**src/hdl/maem_pkg.sv**
```systemverilog
// ----------------------------------------------------------------------------
// maem_pkg
// Shared widths, codes, command structs and helpers of the matrix engine.
// ----------------------------------------------------------------------------
package maem_pkg;

	localparam int MAX_ROWS_DEF = 8;
	localparam int MAX_COLS_DEF = 8;

	localparam int IDX_W      = 3;
	localparam int CNT_W      = 4;
	localparam int DATA_W     = 32;
	localparam int CMD_W      = 2;
	localparam int CFG_IDX_W  = 2;
	localparam int CFG_DATA_W = 4;
	localparam int PROD_W     = 64;
	localparam int FRAC_W     = 16;
	localparam int TERM_W     = PROD_W - FRAC_W;
	localparam int ACC_W      = 52;

	typedef enum logic [CMD_W-1:0] {
		CMD_WR_A    = 2'd0,
		CMD_WR_B    = 2'd1,
		CMD_COMPUTE = 2'd2
	} cmd_t;

	typedef enum logic [1:0] {
		OP_ADD = 2'd0,
		OP_MUL = 2'd1,
		OP_MAT = 2'd2
	} op_t;

	typedef enum logic [CFG_IDX_W-1:0] {
		REG_OPERATION  = 2'd0,
		REG_NUM_ROWS   = 2'd1,
		REG_INNER_COLS = 2'd2,
		REG_OUT_COLS   = 2'd3
	} reg_t;

	typedef enum logic {
		ST_IDLE,
		ST_RUN
	} state_t;

	typedef struct packed {
		logic             first_k;
		logic             last_k;
		logic             last;
		logic             is_add;
		logic [IDX_W-1:0] row;
		logic [IDX_W-1:0] col;
	} tag_t;

	typedef struct packed {
		logic             wr_a;
		logic             wr_b;
		logic [IDX_W-1:0] wr_row;
		logic [IDX_W-1:0] wr_col;
		logic             issue;
		logic [IDX_W-1:0] a_row;
		logic [IDX_W-1:0] a_col;
		logic [IDX_W-1:0] b_row;
		logic [IDX_W-1:0] b_col;
		tag_t             tag;
	} dp_cmd_t;

	typedef struct packed {
		logic adv;
	} dp_status_t;

	function automatic logic [CNT_W-1:0] fit_cnt(input logic [CNT_W-1:0] v,
			input logic [CNT_W-1:0] bound);
		logic [CNT_W-1:0] r;
		if (v == '0) begin
			r = CNT_W'(1);
		end else if (v > bound) begin
			r = bound;
		end else begin
			r = v;
		end
		return r;
	endfunction

endpackage

```
**src/hdl/maem_in_if.sv**
```systemverilog
// ----------------------------------------------------------------------------
// maem_in_if
// Input item channel: load and compute commands.
// ----------------------------------------------------------------------------
interface maem_in_if
	import maem_pkg::*;
();
	logic                     valid;
	logic                     ready;
	logic [CMD_W-1:0]         cmd;
	logic [IDX_W-1:0]         row_index;
	logic [IDX_W-1:0]         col_index;
	logic signed [DATA_W-1:0] element_value;

	modport source (output valid, cmd, row_index, col_index, element_value, input ready);
	modport sink (input valid, cmd, row_index, col_index, element_value, output ready);
endinterface

```
**src/hdl/maem_cfg_if.sv**
```systemverilog
// ----------------------------------------------------------------------------
// maem_cfg_if
// Configuration write channel: register index and write data.
// ----------------------------------------------------------------------------
interface maem_cfg_if
	import maem_pkg::*;
();
	logic                  valid;
	logic                  ready;
	logic [CFG_IDX_W-1:0]  index;
	logic [CFG_DATA_W-1:0] data;

	modport source (output valid, index, data, input ready);
	modport sink (input valid, index, data, output ready);
endinterface

```
**src/hdl/maem_ctrl.sv**
```systemverilog
// ----------------------------------------------------------------------------
// maem_ctrl
// Controller: configuration registers, command decode and the row, column
// and inner index walk of a compute.
// ----------------------------------------------------------------------------
module maem_ctrl
	import maem_pkg::*;
#(
	parameter int MAX_ROWS = MAX_ROWS_DEF,
	parameter int MAX_COLS = MAX_COLS_DEF
) (
	input  logic       clk,
	input  logic       arst_n,
	maem_in_if.sink    items,
	maem_cfg_if.sink   cfg,
	output dp_cmd_t    dp_cmd,
	input  dp_status_t dp_status
);
	localparam int MIN_DIM = (MAX_ROWS < MAX_COLS) ? MAX_ROWS : MAX_COLS;

	state_t state_q, state_d;
	logic [1:0]       op_q;
	logic [CNT_W-1:0] rows_q, inner_q, outc_q;
	logic [CNT_W-1:0] i_q, j_q, k_q, i_d, j_d, k_d;
	logic [CNT_W-1:0] nr_q, nk_q, nc_q, nr_d, nk_d, nc_d;
	logic             is_add_q, is_mat_q, is_add_d, is_mat_d;
	logic             accept, in_range, last_k, last_i, last_j;

	assign cfg.ready   = 1'b1;
	assign items.ready = (state_q == ST_IDLE);
	assign accept      = items.valid && items.ready;
	assign in_range    = ({1'b0, items.row_index} < CNT_W'(MAX_ROWS))
		&& ({1'b0, items.col_index} < CNT_W'(MAX_COLS));

	assign last_k = !is_mat_q || (k_q == nk_q - 1'b1);
	assign last_j = (j_q == nc_q - 1'b1);
	assign last_i = (i_q == nr_q - 1'b1);

	always_ff @(posedge clk or negedge arst_n) begin
		if (!arst_n) begin
			op_q    <= OP_ADD;
			rows_q  <= CNT_W'(1);
			inner_q <= CNT_W'(1);
			outc_q  <= CNT_W'(1);
		end else if (cfg.valid && cfg.ready) begin
			case (cfg.index)
				REG_OPERATION:  op_q    <= cfg.data[1:0];
				REG_NUM_ROWS:   rows_q  <= cfg.data;
				REG_INNER_COLS: inner_q <= cfg.data;
				REG_OUT_COLS:   outc_q  <= cfg.data;
				default: ;
			endcase
		end
	end

	always_ff @(posedge clk or negedge arst_n) begin
		if (!arst_n) begin
			state_q  <= ST_IDLE;
			i_q      <= '0;
			j_q      <= '0;
			k_q      <= '0;
			nr_q     <= CNT_W'(1);
			nk_q     <= CNT_W'(1);
			nc_q     <= CNT_W'(1);
			is_add_q <= 1'b0;
			is_mat_q <= 1'b0;
		end else begin
			state_q  <= state_d;
			i_q      <= i_d;
			j_q      <= j_d;
			k_q      <= k_d;
			nr_q     <= nr_d;
			nk_q     <= nk_d;
			nc_q     <= nc_d;
			is_add_q <= is_add_d;
			is_mat_q <= is_mat_d;
		end
	end

	always_comb begin
		state_d  = state_q;
		i_d      = i_q;
		j_d      = j_q;
		k_d      = k_q;
		nr_d     = nr_q;
		nk_d     = nk_q;
		nc_d     = nc_q;
		is_add_d = is_add_q;
		is_mat_d = is_mat_q;
		dp_cmd   = '0;
		dp_cmd.wr_row = items.row_index;
		dp_cmd.wr_col = items.col_index;

		case (state_q)
			ST_IDLE: begin
				if (accept) begin
					case (items.cmd)
						CMD_WR_A: dp_cmd.wr_a = in_range;
						CMD_WR_B: dp_cmd.wr_b = in_range;
						CMD_COMPUTE: begin
							if (op_q == OP_ADD || op_q == OP_MUL || op_q == OP_MAT) begin
								state_d  = ST_RUN;
								i_d      = '0;
								j_d      = '0;
								k_d      = '0;
								is_add_d = (op_q == OP_ADD);
								is_mat_d = (op_q == OP_MAT);
								nr_d     = fit_cnt(rows_q, CNT_W'(MAX_ROWS));
								if (op_q == OP_MAT) begin
									nk_d = fit_cnt(inner_q, CNT_W'(MIN_DIM));
									nc_d = fit_cnt(outc_q, CNT_W'(MAX_COLS));
								end else begin
									nk_d = fit_cnt(inner_q, CNT_W'(MAX_COLS));
									nc_d = nk_d;
								end
							end
						end
						default: ;
					endcase
				end
			end
			ST_RUN: begin
				if (dp_status.adv) begin
					dp_cmd.issue       = 1'b1;
					dp_cmd.a_row       = i_q[IDX_W-1:0];
					dp_cmd.b_col       = j_q[IDX_W-1:0];
					if (is_mat_q) begin
						dp_cmd.a_col = k_q[IDX_W-1:0];
						dp_cmd.b_row = k_q[IDX_W-1:0];
					end else begin
						dp_cmd.a_col = j_q[IDX_W-1:0];
						dp_cmd.b_row = i_q[IDX_W-1:0];
					end
					dp_cmd.tag.first_k = (k_q == '0);
					dp_cmd.tag.last_k  = last_k;
					dp_cmd.tag.last    = last_k && last_j && last_i;
					dp_cmd.tag.is_add  = is_add_q;
					dp_cmd.tag.row     = i_q[IDX_W-1:0];
					dp_cmd.tag.col     = j_q[IDX_W-1:0];
					if (!last_k) begin
						k_d = k_q + 1'b1;
					end else begin
						k_d = '0;
						if (!last_j) begin
							j_d = j_q + 1'b1;
						end else begin
							j_d = '0;
							if (!last_i) begin
								i_d = i_q + 1'b1;
							end else begin
								i_d     = '0;
								state_d = ST_IDLE;
							end
						end
					end
				end
			end
			default: state_d = ST_IDLE;
		endcase
	end
endmodule

```
**src/flat_wrapper.sv**
```systemverilog
// flat-port wrapper written by rule: the top's interface ports become plain ports
module maem_ctrl_flat import maem_pkg::*;
#(
	parameter int MAX_ROWS = MAX_ROWS_DEF,
	parameter int MAX_COLS = MAX_COLS_DEF
)
  (clk, arst_n, dp_cmd, dp_status, items_valid, items_cmd, items_row_index, items_col_index, items_element_value, items_ready, cfg_valid, cfg_index, cfg_data, cfg_ready);
  maem_in_if items_i ();
  maem_cfg_if cfg_i ();
  input  logic clk;
  input  logic arst_n;
  output dp_cmd_t dp_cmd;
  input  dp_status_t dp_status;
  input wire logic [$bits(items_i.valid)-1:0] items_valid;
  input wire logic [$bits(items_i.cmd)-1:0] items_cmd;
  input wire logic [$bits(items_i.row_index)-1:0] items_row_index;
  input wire logic [$bits(items_i.col_index)-1:0] items_col_index;
  input wire logic [$bits(items_i.element_value)-1:0] items_element_value;
  output wire logic [$bits(items_i.ready)-1:0] items_ready;
  input wire logic [$bits(cfg_i.valid)-1:0] cfg_valid;
  input wire logic [$bits(cfg_i.index)-1:0] cfg_index;
  input wire logic [$bits(cfg_i.data)-1:0] cfg_data;
  output wire logic [$bits(cfg_i.ready)-1:0] cfg_ready;
  assign items_i.valid = items_valid;
  assign items_i.cmd = items_cmd;
  assign items_i.row_index = items_row_index;
  assign items_i.col_index = items_col_index;
  assign items_i.element_value = items_element_value;
  assign items_ready = items_i.ready;
  assign cfg_i.valid = cfg_valid;
  assign cfg_i.index = cfg_index;
  assign cfg_i.data = cfg_data;
  assign cfg_ready = cfg_i.ready;
  maem_ctrl #(.MAX_ROWS(MAX_ROWS), .MAX_COLS(MAX_COLS)) u_core (.clk(clk), .arst_n(arst_n), .items(items_i), .cfg(cfg_i), .dp_cmd(dp_cmd), .dp_status(dp_status));
endmodule
```
**config.mk**
```make
export PLATFORM = sky130hd
export DESIGN_NAME = maem_ctrl_flat
export DESIGN_NICKNAME = d
export VERILOG_FILES = /design/src/hdl/maem_pkg.sv /design/src/hdl/maem_in_if.sv /design/src/hdl/maem_cfg_if.sv /design/src/hdl/maem_ctrl.sv /design/src/flat_wrapper.sv
export SDC_FILE = /design/constraint.sdc
export NUM_CORES = 1
export LEC_CHECK = 0
export BUFFER_PORTS_ARGS = -buffer_cell sky130_fd_sc_hd__buf_2
export CAP_MARGIN = 20
export CORE_ASPECT_RATIO = 1.75
export CORE_UTILIZATION = 51
export CTS_CLUSTER_DIAMETER = 60
export DETAILED_ROUTE_END_ITERATION = 6
export GPL_TIMING_DRIVEN = 0
export HOLD_SLACK_MARGIN = 0.03
export PLACE_DENSITY = 0.91
export SYNTH_ARGS = -nofsm -noshare
export SYNTH_HDL_FRONTEND = slang
export SYNTH_SLANG_ARGS = --single-unit
```
**constraint.sdc**
```tcl
create_clock -name clk -period 2.5 [get_ports clk]
set_input_delay 0.25 -clock clk [delete_from_list [all_inputs] [get_ports clk]]
set_output_delay 0.25 -clock clk [all_outputs]
set_load 0.02 [all_outputs]
```
# After elaboration in Yosys (flattened, before gate mapping)
# Index checks and enable logic that the tools add are counted.
# classes
n_bitwise	1
n_addsub	6
n_reduce_logical	22
mux	37
eq_ne	16
magnitude_cmp	3
# ops
cell	n
$mux W4	19
$mux W23	2
$pmux W4 S2	3
$logic_not A4 Y1	4
$add A4 B1 Y4 const B	3
$eq A4 B4 Y1	3
$gt A4 B4 Y1 const B	3
$ne A2 B2 Y1 const B	6
$sub A4 B1 Y4 const B	3
$mux W1	9
$eq A2 B2 Y1 const B	4
$reduce_and A2 Y1	4
$reduce_and A4 Y1	2
$eq A2 B1 Y1 const B	3
$logic_not A2 Y1	3
$mux W6	1
$reduce_and A6 Y1	1
$reduce_and A5 Y1	1
$mux W2	2
$logic_and A1 B1 Y1	3
$logic_or A1 B1 Y1	3
$pmux W1 S2	1
$logic_not A1 Y1	1
$not A1 Y1	1
# word_totals
wordCells	98
out_inout_bits	33
input_bits	51
reg_bits	41

# Logic depth before layout (Yosys ltp)
# Gate-level depths: netlist of run 1.
# depth
ltp_word	7
mapped_depth	8
depth_no_buf	7

# Worst setup path before layout of run 1
# Ideal clock, no wire load.
# synth_path
path_type	reg2out
start	register u_core.nk_q[0]
end	output dp_cmd[7] in the netlist's numbering
slack_ns	-0.035
t_required_ns	2.250
stages_incl_launch_ff	7
arrival_ns	2.285
n_path_buf	0
path_cell_list	dfstp_2 inv_1 ha_1 xor3_1 nor3_1 a21boi_0 nor4_1
# synth_lines
element	line_no	source
from (decl)	maem_ctrl.sv:25	logic [CNT_W-1:0] nr_q, nk_q, nc_q, nr_d, nk_d, nc_d;
from (signal assigned)	maem_ctrl.sv:73	nk_q <= nk_d;
to (decl)	flat_wrapper.sv:12	output dp_cmd_t dp_cmd;

==> results of run 1 <==
synth_stat cells (2+ instances only):
master	n	share of area, %
ha_1	7	3.5
o21ai_1	2	0.40
or2_1	2	0.50
nor3_1	5	1.0
nor2_1	12	1.8
a21oi_1	13	2.6
xor2_1	7	2.5
dfrtp_1	35	35
nor4b_1	3	1.1
clkbuf_1	6	0.90
and3_1	7	1.8
inv_1	17	2.6
o22ai_1	3	0.75
buf_4	13	3.9
dfstp_2	6	6.3
nor3b_1	2	0.60
nand3b_1	3	0.90
nand4_1	3	0.75
mux2_2	19	8.6
xnor2_1	7	2.5
nand2b_1	12	3.0
o21ai_0	10	2.0
nand2_1	25	3.8
o211ai_1	3	0.90
nand3_1	7	1.4
o31ai_1	3	0.90
a32oi_1	2	0.70
report_power, final:
group / internal, mW / switching, mW / total (mW)
Sequential: 0.750 / 0.120 / 0.870
Clock: 0.196 / 0.252 / 0.448
Combinational: 0.252 / 0.280 / 0.531
routing by layer:
layer	vias up	track usage, %	part of all wire (%)
li1	984	-	-
met1	1000	25.2	36
met2	74	44.0	56
met3	22	4.51	4.3
met4	0	14.2	4.2
met5	-	0	0
path summary, 6_finish.rpt:
| check | cells after the start | slack, ns | to |
|---|---|---|---|
| hold / removal | 1 | 0.07 | u_core.k_q[2]$_DFFE_PN0P_ |
| hold reg to reg | 1 | 0.49 | u_core.nr_q[0]$_DFFE_PN1P_ |
| min in group clk | 2 | 0.21 | u_core.outc_q[2]$_DFFE_PN0P_ |
| setup / recovery | 6 | -0.05 | dp_cmd[7] |
| setup reg to reg | 7 | 0.19 | u_core.i_q[3]$_DFFE_PN0P_ |
| max in group asynchronous | 1 | 1.85 | u_core.nk_q[2]$_DFFE_PN0P_ |
through the flow:
step / util [%] / TNS, ns
floorplan: - / 0
global placement: 59.3 / 0
detailed placement: 59.3 / 0
CTS: 61.7 / 0
global route: 62.8 / -0.0793
finish: 62.8 / -0.0491
state kept, by name (all words and copies together) (netlist names):
register,count
u_core.is_add_q,1
u_core.nr_q,4
u_core.is_mat_q,1
u_core.outc_q,4
u_core.op_q,2
u_core.nc_q,4
u_core.rows_q,4
u_core.state_q,1
u_core.j_q,4
u_core.i_q,4
u_core.inner_q,4
u_core.nk_q,4
u_core.k_q,4
cell type report:
class	count	area, sq um	share of cell area, %
repair buffers	47	245	8.29
well taps	52	65.1	2.20
clock inverters	3	22.5	0.762
multi-input cells	177	1330	45.1
flip-flops and latches	41	1030	35.0
plain buffers	20	125	4.23
inverters	17	63.8	2.16
clock buffers	5	68.8	2.33
logic make-up after synthesis:
| group | synth area share, % |
|---|---|
| flip-flops | 41.4 |
| multiplexers | 8.57 |
| other | 0.150 |
| buffers and inverters | 7.71 |
| XOR/XNOR | 6.76 |
| adder cells (fa/ha/maj) | 3.51 |
| AO/OA/AOI/OAI | 13.2 |
| AND/OR/NAND/NOR | 18.7 |
what timing repair did:
item                                   CTS  global route
pin swaps                                1             5
endpoints found under the hold margin    0             0
gates resized for setup                  8             4
setup endpoints to repair                2             4
setup buffers                            0             3
==> flow_metrics.py, run 1 <==
metrics = {
    "floorplan": {
        "core_area_sq_um": 4710,
        "io_pins": 84,
        "die_h_um": 94.6,
        "dieArea_sq_um": 5190,
        "rows": 33,
        "start_util_pct": 53.1,
        "die_x_um": 54.9,
    },
    "clocking": {
        "clock_path_buffers": 2,
        "cts_tree": "yes",
        "cts_root_buffer": "clkbuf_8",
        "numCtsBuffers": 5,
        "h-tree-depth": 2,
        "clk_pin_slew_ns": 0.09,
        "cts_hold_buf": 0,
        "clk_latency_ns": 0.31,
        "cts.sinks": 41,
    },
    "critical_path": {
        "cp_slowest_stage_delay_ns": 0.58,
        "reg2reg_from": "u_core.nr_q[0]$_DFFE_PN1P_",
        "crit_slowest_cell": "dfstp_2",
        "path_class": "flip-flop to primary output",
        "endpoint_kind": "primary output",
        "crit_buf_inv": 2,
        "crit_start": "u_core.nr_q[0]$_DFFE_PN1P_",
        "critPathTopFamily": "simple AND/OR/NAND/NOR gates",
        "start_kind": "flip-flop",
        "cp_max_fo": 4,
        "required_ns": 2.25,
        "crit_chain": "inv_1 -> ha_1 -> xor2_1 -> nand4_1 -> nor4_4 -> buf_4",
        "arrival_ns": 2.30,
    },
    "synthesis": {
        "ys_warn_count": 0,
        "syn_avg_cell_area_sq_um": 9.76,
        "synth_seq_cells": 41,
        "synthesis.area_sq_um": 2500,
        "synth_edf_count": 0,
        "ys_types": 49,
        "syn_nets": 314,
        "synth_cells": 256,
        "synthArstFlopShare_pct": 100,
        "ys_seq_area_share_pct": 41.4,
        "synth_ff_type": "dfrtp_1",
    },
    "layout": {
        "synthToLayoutAreaGrowth_pct": 18.4,
        "final_common_cell": "buf_2",
        "fillers": 383,
        "diodes": 0,
        "drive_above_1_share_pct": 35.2,
        "stdcell_area_sq_um": 2960,
        "layout_common_cells": "buf_2 (44), dfrtp_1 (35), nand2_1 (25), mux2_2 (19), buf_4 (17)",
        "final_nets": 367,
        "instances_no_fill": 362,
    },
    "min_path": {
        "hp-class": "input pin to async pin",
    },
    "status": {
        "status": "complete, but fails checks",
        "violations": "setup timing",
    },
    "route": {
        "wl_per_cell_um": 16.1,
        "routed_via_density": 5.75,
        "drt-total-wl_um": 5830,
        "drt_pass1_iterations": 4,
        "drt_iter0_markers": 41,
        "dr_total_vias": 2080,
        "route.detailed.drc": 0,
        "ant_nets": 0,
    },
    "timing": {
        "hold_viol": 0,
        "fin_ws_ns": -0.0491,
        "slew_headroom_pct": 38.4,
        "hold_ws_ns": 0.0672,
        "finalCritPeriodShare_pct": 102,
        "finalMaxSlewViolations": 0,
        "finalCriticalPeriod_ns": 2.55,
        "max_freq_mhz": 392,
        "setup-violations-final": 1,
        "clock-skew-final_ns": 0.0119,
        "worst_pin_slew_ns": 0.924,
    },
    "place": {
        "dp_hpwl_um": 4170,
        "gp_congestion": 0.835,
        "dp_slack_ns": 0.0842,
        "place_inst": 352,
        "dpl_cell_area_sq_um": 2790,
        "io_buffers": 44,
    },
    "grt": {
        "grt_pass1_wl_um": 9050,
        "antenna_found_initial": 0,
        "grt_pass1_vias": 1990,
        "grt_max_degree": 42,
        "grt-ovfl-total": 0,
        "grt_use_total_pct": 24.7,
    },
    "power_and_ir_drop": {
        "power_density_nw_per_um2": 625,
        "finalPower_mw": 1.85,
        "p_leak_nw": 1.36,
        "ir_drop_v": 0.000529,
    },
    "job": {
        "drv_cap": 0,
    },
}
Note: power is estimated with default switching activity, not from simulation.
==> run 2: changes to the inputs <==
BUFFER_PORTS_ARGS = -buffer_cell sky130_fd_sc_hd__clkbuf_2   (was -buffer_cell sky130_fd_sc_hd__buf_2)
==> run 2 against run 1 <==
Compared with the run above: the run now ends clean; maximum frequency rose by 3.1%; first-iteration DRC count shrank 17%; global-route usage is 0.36 points lower; count of clock-buffer cells in the layout is the same; critical endpoint unchanged; largest power group unchanged.
==> flow_metrics.py, run 2 (same netlist as run 1, synthesis figures left out) <==
metrics = {
    "grt": {
        "grt_pass1_vias": 1982,
        "grt_max_degree": 42,
        "grt-ovfl-total": 0,
        "antenna_found_initial": 0,
        "grt_use_total_pct": 24.3,
        "grt_pass1_wl_um": 8910,
    },
    "clocking": {
        "numCtsBuffers": 5,
        "h-tree-depth": 2,
        "clk_pin_slew_ns": 0.08,
        "clock_path_buffers": 2,
        "clk_latency_ns": 0.30,
        "cts_root_buffer": "clkbuf_8",
        "cts_tree": "yes",
        "cts.sinks": 41,
    },
    "power_and_ir_drop": {
        "ir_drop_v": 0.000533,
        "finalPower_mw": 1.92,
        "p_leak_nw": 1.38,
        "power_density_nw_per_um2": 651,
    },
    "min_path": {
        "min_path_cells": 2,
        "min_to": "u_core.inner_q[2]$_DFFE_PN0P_",
        "min_from": "cfg_data[2]",
        "hp-class": "input pin to flip-flop",
    },
    "critical_path": {
        "crit_chain": "inv_1 -> ha_1 -> xor2_1 -> nand4_1 -> nor4_2 -> buf_4",
        "required_ns": 2.25,
        "cp_max_fo": 7,
        "r2r_slack_ns": 0.20,
        "r2r_cells": 7,
        "r2r_end": "u_core.i_q[3]$_DFFE_PN0P_",
        "critPathTopFamily": "simple AND/OR/NAND/NOR gates",
        "arrival_ns": 2.22,
        "endpoint_kind": "primary output",
        "path_class": "flip-flop to primary output",
        "start_kind": "flip-flop",
        "reg2reg_from": "u_core.nk_q[0]$_DFFE_PN1P_",
        "crit_slowest_cell": "dfstp_2",
        "crit_buf_inv": 2,
        "cp_slowest_stage_delay_ns": 0.57,
    },
    "layout": {
        "drive_above_1_share_pct": 33.3,
        "fillers": 413,
        "diodes": 0,
        "final_common_cell": "clkbuf_2",
        "synthToLayoutAreaGrowth_pct": 18.4,
        "final_nets": 366,
        "stdcell_area_sq_um": 2960,
        "layout_common_cells": "clkbuf_2 (43), dfrtp_1 (35), nand2_1 (25), mux2_2 (19), inv_1 (17)",
    },
    "timing": {
        "max_freq_mhz": 404,
        "slew_headroom_pct": 64.9,
        "finalCriticalPeriod_ns": 2.47,
        "hold_viol": 0,
        "finalCritPeriodShare_pct": 98.9,
        "finalMaxSlewViolations": 0,
        "worst_pin_slew_ns": 0.527,
        "setup-violations-final": 0,
        "hold_ws_ns": 0.220,
        "rsz0062_at_grt": "yes",
        "fin_setup_tns_ns": 0,
        "clock-skew-final_ns": 0.0110,
    },
    "place": {
        "gp_congestion": 0.833,
        "dp_hpwl_um": 4270,
        "dpl_cell_area_sq_um": 2790,
        "io_buffers": 44,
    },
    "route": {
        "route.detailed.drc": 0,
        "routed_via_density": 5.79,
        "drt_pass1_iterations": 4,
        "dr_total_vias": 2091,
        "drt_iter0_markers": 34,
        "wl_per_cell_um": 15.5,
        "ant_nets": 0,
        "drt-total-wl_um": 5610,
    },
    "floorplan": {
        "dieArea_sq_um": 5190,
        "start_util_pct": 53.1,
        "die_x_um": 54.9,
        "io_pins": 84,
        "rows": 33,
        "die_h_um": 94.6,
        "core_area_sq_um": 4710,
    },
    "job": {
        "drv_cap": 0,
    },
    "status": {
        "status": "complete, no violations",
    },
}
-- run 2: power breakdown --
part | leakage (nW) | total [mW] | switching, mW | internal [mW]
Sequential | 0.496 | 0.862 | 0.111 | 0.750
Combinational | 0.827 | 0.519 | 0.272 | 0.247
Clock | 0.0543 | 0.545 | 0.246 | 0.299
Total | 1.38 | 1.92 | 0.629 | 1.30
-- run 2: repair_timing --
| item | CTS | global route |
|---|---|---|
| pin swaps | 1 | 0 |
| endpoints found under the hold margin | 0 | 29 |
| setup endpoints to repair | 2 | 2 |
| setup buffers | 0 | 0 |
| resized for setup | 6 | 2 |
| hold buffers | 0 | 1 |
| cloned | 0 | 0 |
-- run 2: routing by layer --
layer	GRT usage [%]	vias to the layer above	routed length, um
li1	-	986	-
met1	24.9	1023	1980
met2	43.1	63	3190
met3	4.83	19	216
met4	13.8	0	223
met5	0	-	0
-- run 2: stage by stage --
step,instances,utilization [%],setup slack [ns]
after floorplan,256,-,0.166
after global placement,352,59.3,0.112
after detailed placement,352,59.3,0.0634
after CTS,359,62.0,0.0152
after global routing,361,62.8,-0.0912
final,361,62.8,0.0277
-- run 2: how the worst max path moves through the flow --
stage                                from   endpoint  slack (ns)  depth (start not counted)
5_1_grt        u_core.nk_q[0]$_DFFE_PN1P_  dp_cmd[7]       -0.09                          7
4_1_cts        u_core.nr_q[0]$_DFFE_PN1P_  dp_cmd[7]        0.02                          6
6_report       u_core.nr_q[0]$_DFFE_PN1P_  dp_cmd[7]        0.03                          6
3_3_place_gp   u_core.nk_q[0]$_DFFE_PN1P_  dp_cmd[7]        0.11                          7
2_1_floorplan  u_core.nk_q[0]$_DFFE_PN1P_  dp_cmd[7]        0.17                          6
3_5_place_dp   u_core.nk_q[0]$_DFFE_PN1P_  dp_cmd[7]        0.06                          7
-- run 2: cell type report --
class                      count  area, sq um  area share (%)
timing repair buffer          46          253            8.55
clock buffer                   5         68.8            2.33
multi-input combinational    177         1300            44.0
tap                           52         65.1            2.20
buffer                        20          125            4.23
clock inverter                 3         46.3            1.57
sequential                    41         1030            35.0
inverter                      17         63.8            2.16
==> run 3: changes to the inputs <==
==> constraint.sdc (replaced) <==
create_clock -name clk -period 2.5 [get_ports clk]
set_input_delay 0.375 -clock clk [delete_from_list [all_inputs] [get_ports clk]]
set_output_delay 0.375 -clock clk [all_outputs]
set_load 0.02 [all_outputs]
==> run 3 against run 2 <==
Compared with the run above: clock power grew 1%; first-iteration DRC count grew 74%; sequential share of layout area shrank 1.3 points; clock skew grew 0.0022 ns; the flow now finishes with violations (setup timing); combinational power grew 4.8%; non-clock buffer count grew 8; wire length grew 4.4%; via count grew 2.0%; hold slack gained 0.12 ns; die area is the same.
==> flow_metrics.py, run 3 (same netlist as run 1, synthesis figures left out) <==
metrics = {
    "status": {
        "status": "complete, but fails checks",
        "violations": "setup timing",
    },
    "timing": {
        "finalCriticalPeriod_ns": 2.53,
        "hold_viol": 0,
        "slew_headroom_pct": 62.9,
        "fin_ws_ns": -0.0266,
        "max_freq_mhz": 396,
        "finalMaxSlewViolations": 0,
        "finalCritPeriodShare_pct": 101,
        "fin_setup_tns_ns": -0.0266,
        "setup-violations-final": 1,
        "clock-skew-final_ns": 0.0131,
        "rsz0062_at_grt": "yes",
        "worst_pin_slew_ns": 0.553,
    },
    "route": {
        "drt_iter0_markers": 59,
        "wl_per_cell_um": 15.9,
        "route.detailed.drc": 0,
        "routed_via_density": 5.78,
        "dr_total_vias": 2132,
        "drt-total-wl_um": 5860,
        "drt_pass1_iterations": 4,
        "ant_nets": 0,
    },
    "clocking": {
        "cts_tree": "yes",
        "h-tree-depth": 2,
        "clk_pin_slew_ns": 0.09,
        "cts.sinks": 41,
        "numCtsBuffers": 5,
        "clk_latency_ns": 0.30,
        "cts_root_buffer": "clkbuf_8",
        "clock_path_buffers": 2,
    },
    "critical_path": {
        "required_ns": 2.12,
        "start_kind": "flip-flop",
        "endpoint_kind": "primary output",
        "crit_start": "u_core.nc_q[0]$_DFFE_PN1P_",
        "arrival_ns": 2.15,
        "cp_max_fo": 2,
        "reg2reg_from": "u_core.nc_q[0]$_DFFE_PN1P_",
        "path_class": "flip-flop to primary output",
    },
    "floorplan": {
        "dieArea_sq_um": 5190,
        "start_util_pct": 53.1,
        "rows": 33,
        "die_x_um": 54.9,
        "core_area_sq_um": 4710,
        "die_h_um": 94.6,
        "io_pins": 84,
    },
    "power_and_ir_drop": {
        "power_density_nw_per_um2": 638,
        "ir_drop_v": 0.000540,
        "p_leak_nw": 1.41,
    },
    "grt": {
        "grt-ovfl-total": 0,
        "grt_pass1_wl_um": 9200,
        "grt_pass1_vias": 2044,
        "antenna_found_initial": 0,
        "grt_use_total_pct": 25.1,
        "grt_max_degree": 42,
    },
    "layout": {
        "diodes": 0,
        "layout_common_cells": "clkbuf_2 (43), dfrtp_1 (35), nand2_1 (25), buf_4 (23), mux2_2 (19)",
        "utilization_pct": 65.2,
        "fillers": 387,
        "synthToLayoutAreaGrowth_pct": 22.8,
        "final_common_cell": "clkbuf_2",
        "final_nets": 374,
        "drive_above_1_share_pct": 36.9,
    },
    "place": {
        "dp_hpwl_um": 4270,
        "io_buffers": 44,
        "gp_congestion": 0.833,
    },
    "min_path": {
        "hp-class": "input pin to flip-flop",
        "min_from": "cfg_data[2]",
    },
    "job": {
        "drv_cap": 0,
    },
}
[run 3: final timing paths]
kind / to / slack [ns] / cells past startpoint
max: dp_cmd[7] / -0.03 / 7
min: u_core.inner_q[2]$_DFFE_PN0P_ / 0.34 / 2
max reg2reg: u_core.i_q[3]$_DFFE_PN0P_ / 0.11 / 9
min reg2reg: u_core.is_add_q$_DFFE_PN0P_ / 0.48 / 2
max in group asynchronous: u_core.nk_q[0]$_DFFE_PN1P_ / 1.58 / 3
min in group asynchronous: u_core.k_q[0]$_DFFE_PN0P_ / 0.42 / 2
[run 3: metal layers]
metal,vias up,track usage [%],wire length [um]
met1,1027,26.0,2060
met3,21,4.83,263
met2,79,43.7,3280
met5,-,0,0
met4,0,15.4,249
li1,1005,-,-
[run 3: where the power goes]
part	internal, mW	leakage, nW	switching, mW
registers	0.750	0.496	0.111
logic	0.261	0.864	0.283
clock network	0.299	0.0543	0.254
[run 3: area by class of cell]
type | instances | area, sq um | area share (%)
multi-input cells | 177 | 1350 | 44.0
flip-flops and latches | 41 | 1030 | 33.7
repair buffers | 54 | 315 | 10.3
plain buffers | 20 | 126 | 4.12
clock buffers | 5 | 68.8 | 2.24
well taps | 52 | 65.1 | 2.12
inverters | 17 | 63.8 | 2.08
clock inverters | 3 | 46.3 | 1.51
[run 3: stage by stage]
stage               hold WS, ns  instance area, sq um  total power [mW]  setup slack (ns)  std cells
floorplan                0.0794                  2500              1.22            0.0410        256
global placement          0.453                  2790              1.36           -0.0130        352
detailed placement        0.483                  2790              1.39           -0.0616        352
CTS                       0.256                  2990              1.94           -0.0564        365
global route              0.346                  3070              2.07           -0.0878        369
finish                    0.341                  3070              1.96           -0.0266        369
[run 3: timing repair]
| item | CTS | global route |
|---|---|---|
| hold buffers | 0 | 1 |
| hold endpoints to repair | 0 | 4 |
| resized for setup | 10 | 9 |
| setup endpoints to repair | 2 | 9 |
| pin swaps | 6 | 4 |
| buffers inserted | 6 | 2 |
[run 3: critical path: stages (launching register included)]
cell and delay, ns:
dfstp_2 0.55, inv_2 0.05, ha_4 0.26, xor2_1 0.16, nand3_1 0.13, or2_4 0.27, nor4_4 0.24, buf_4 0.18
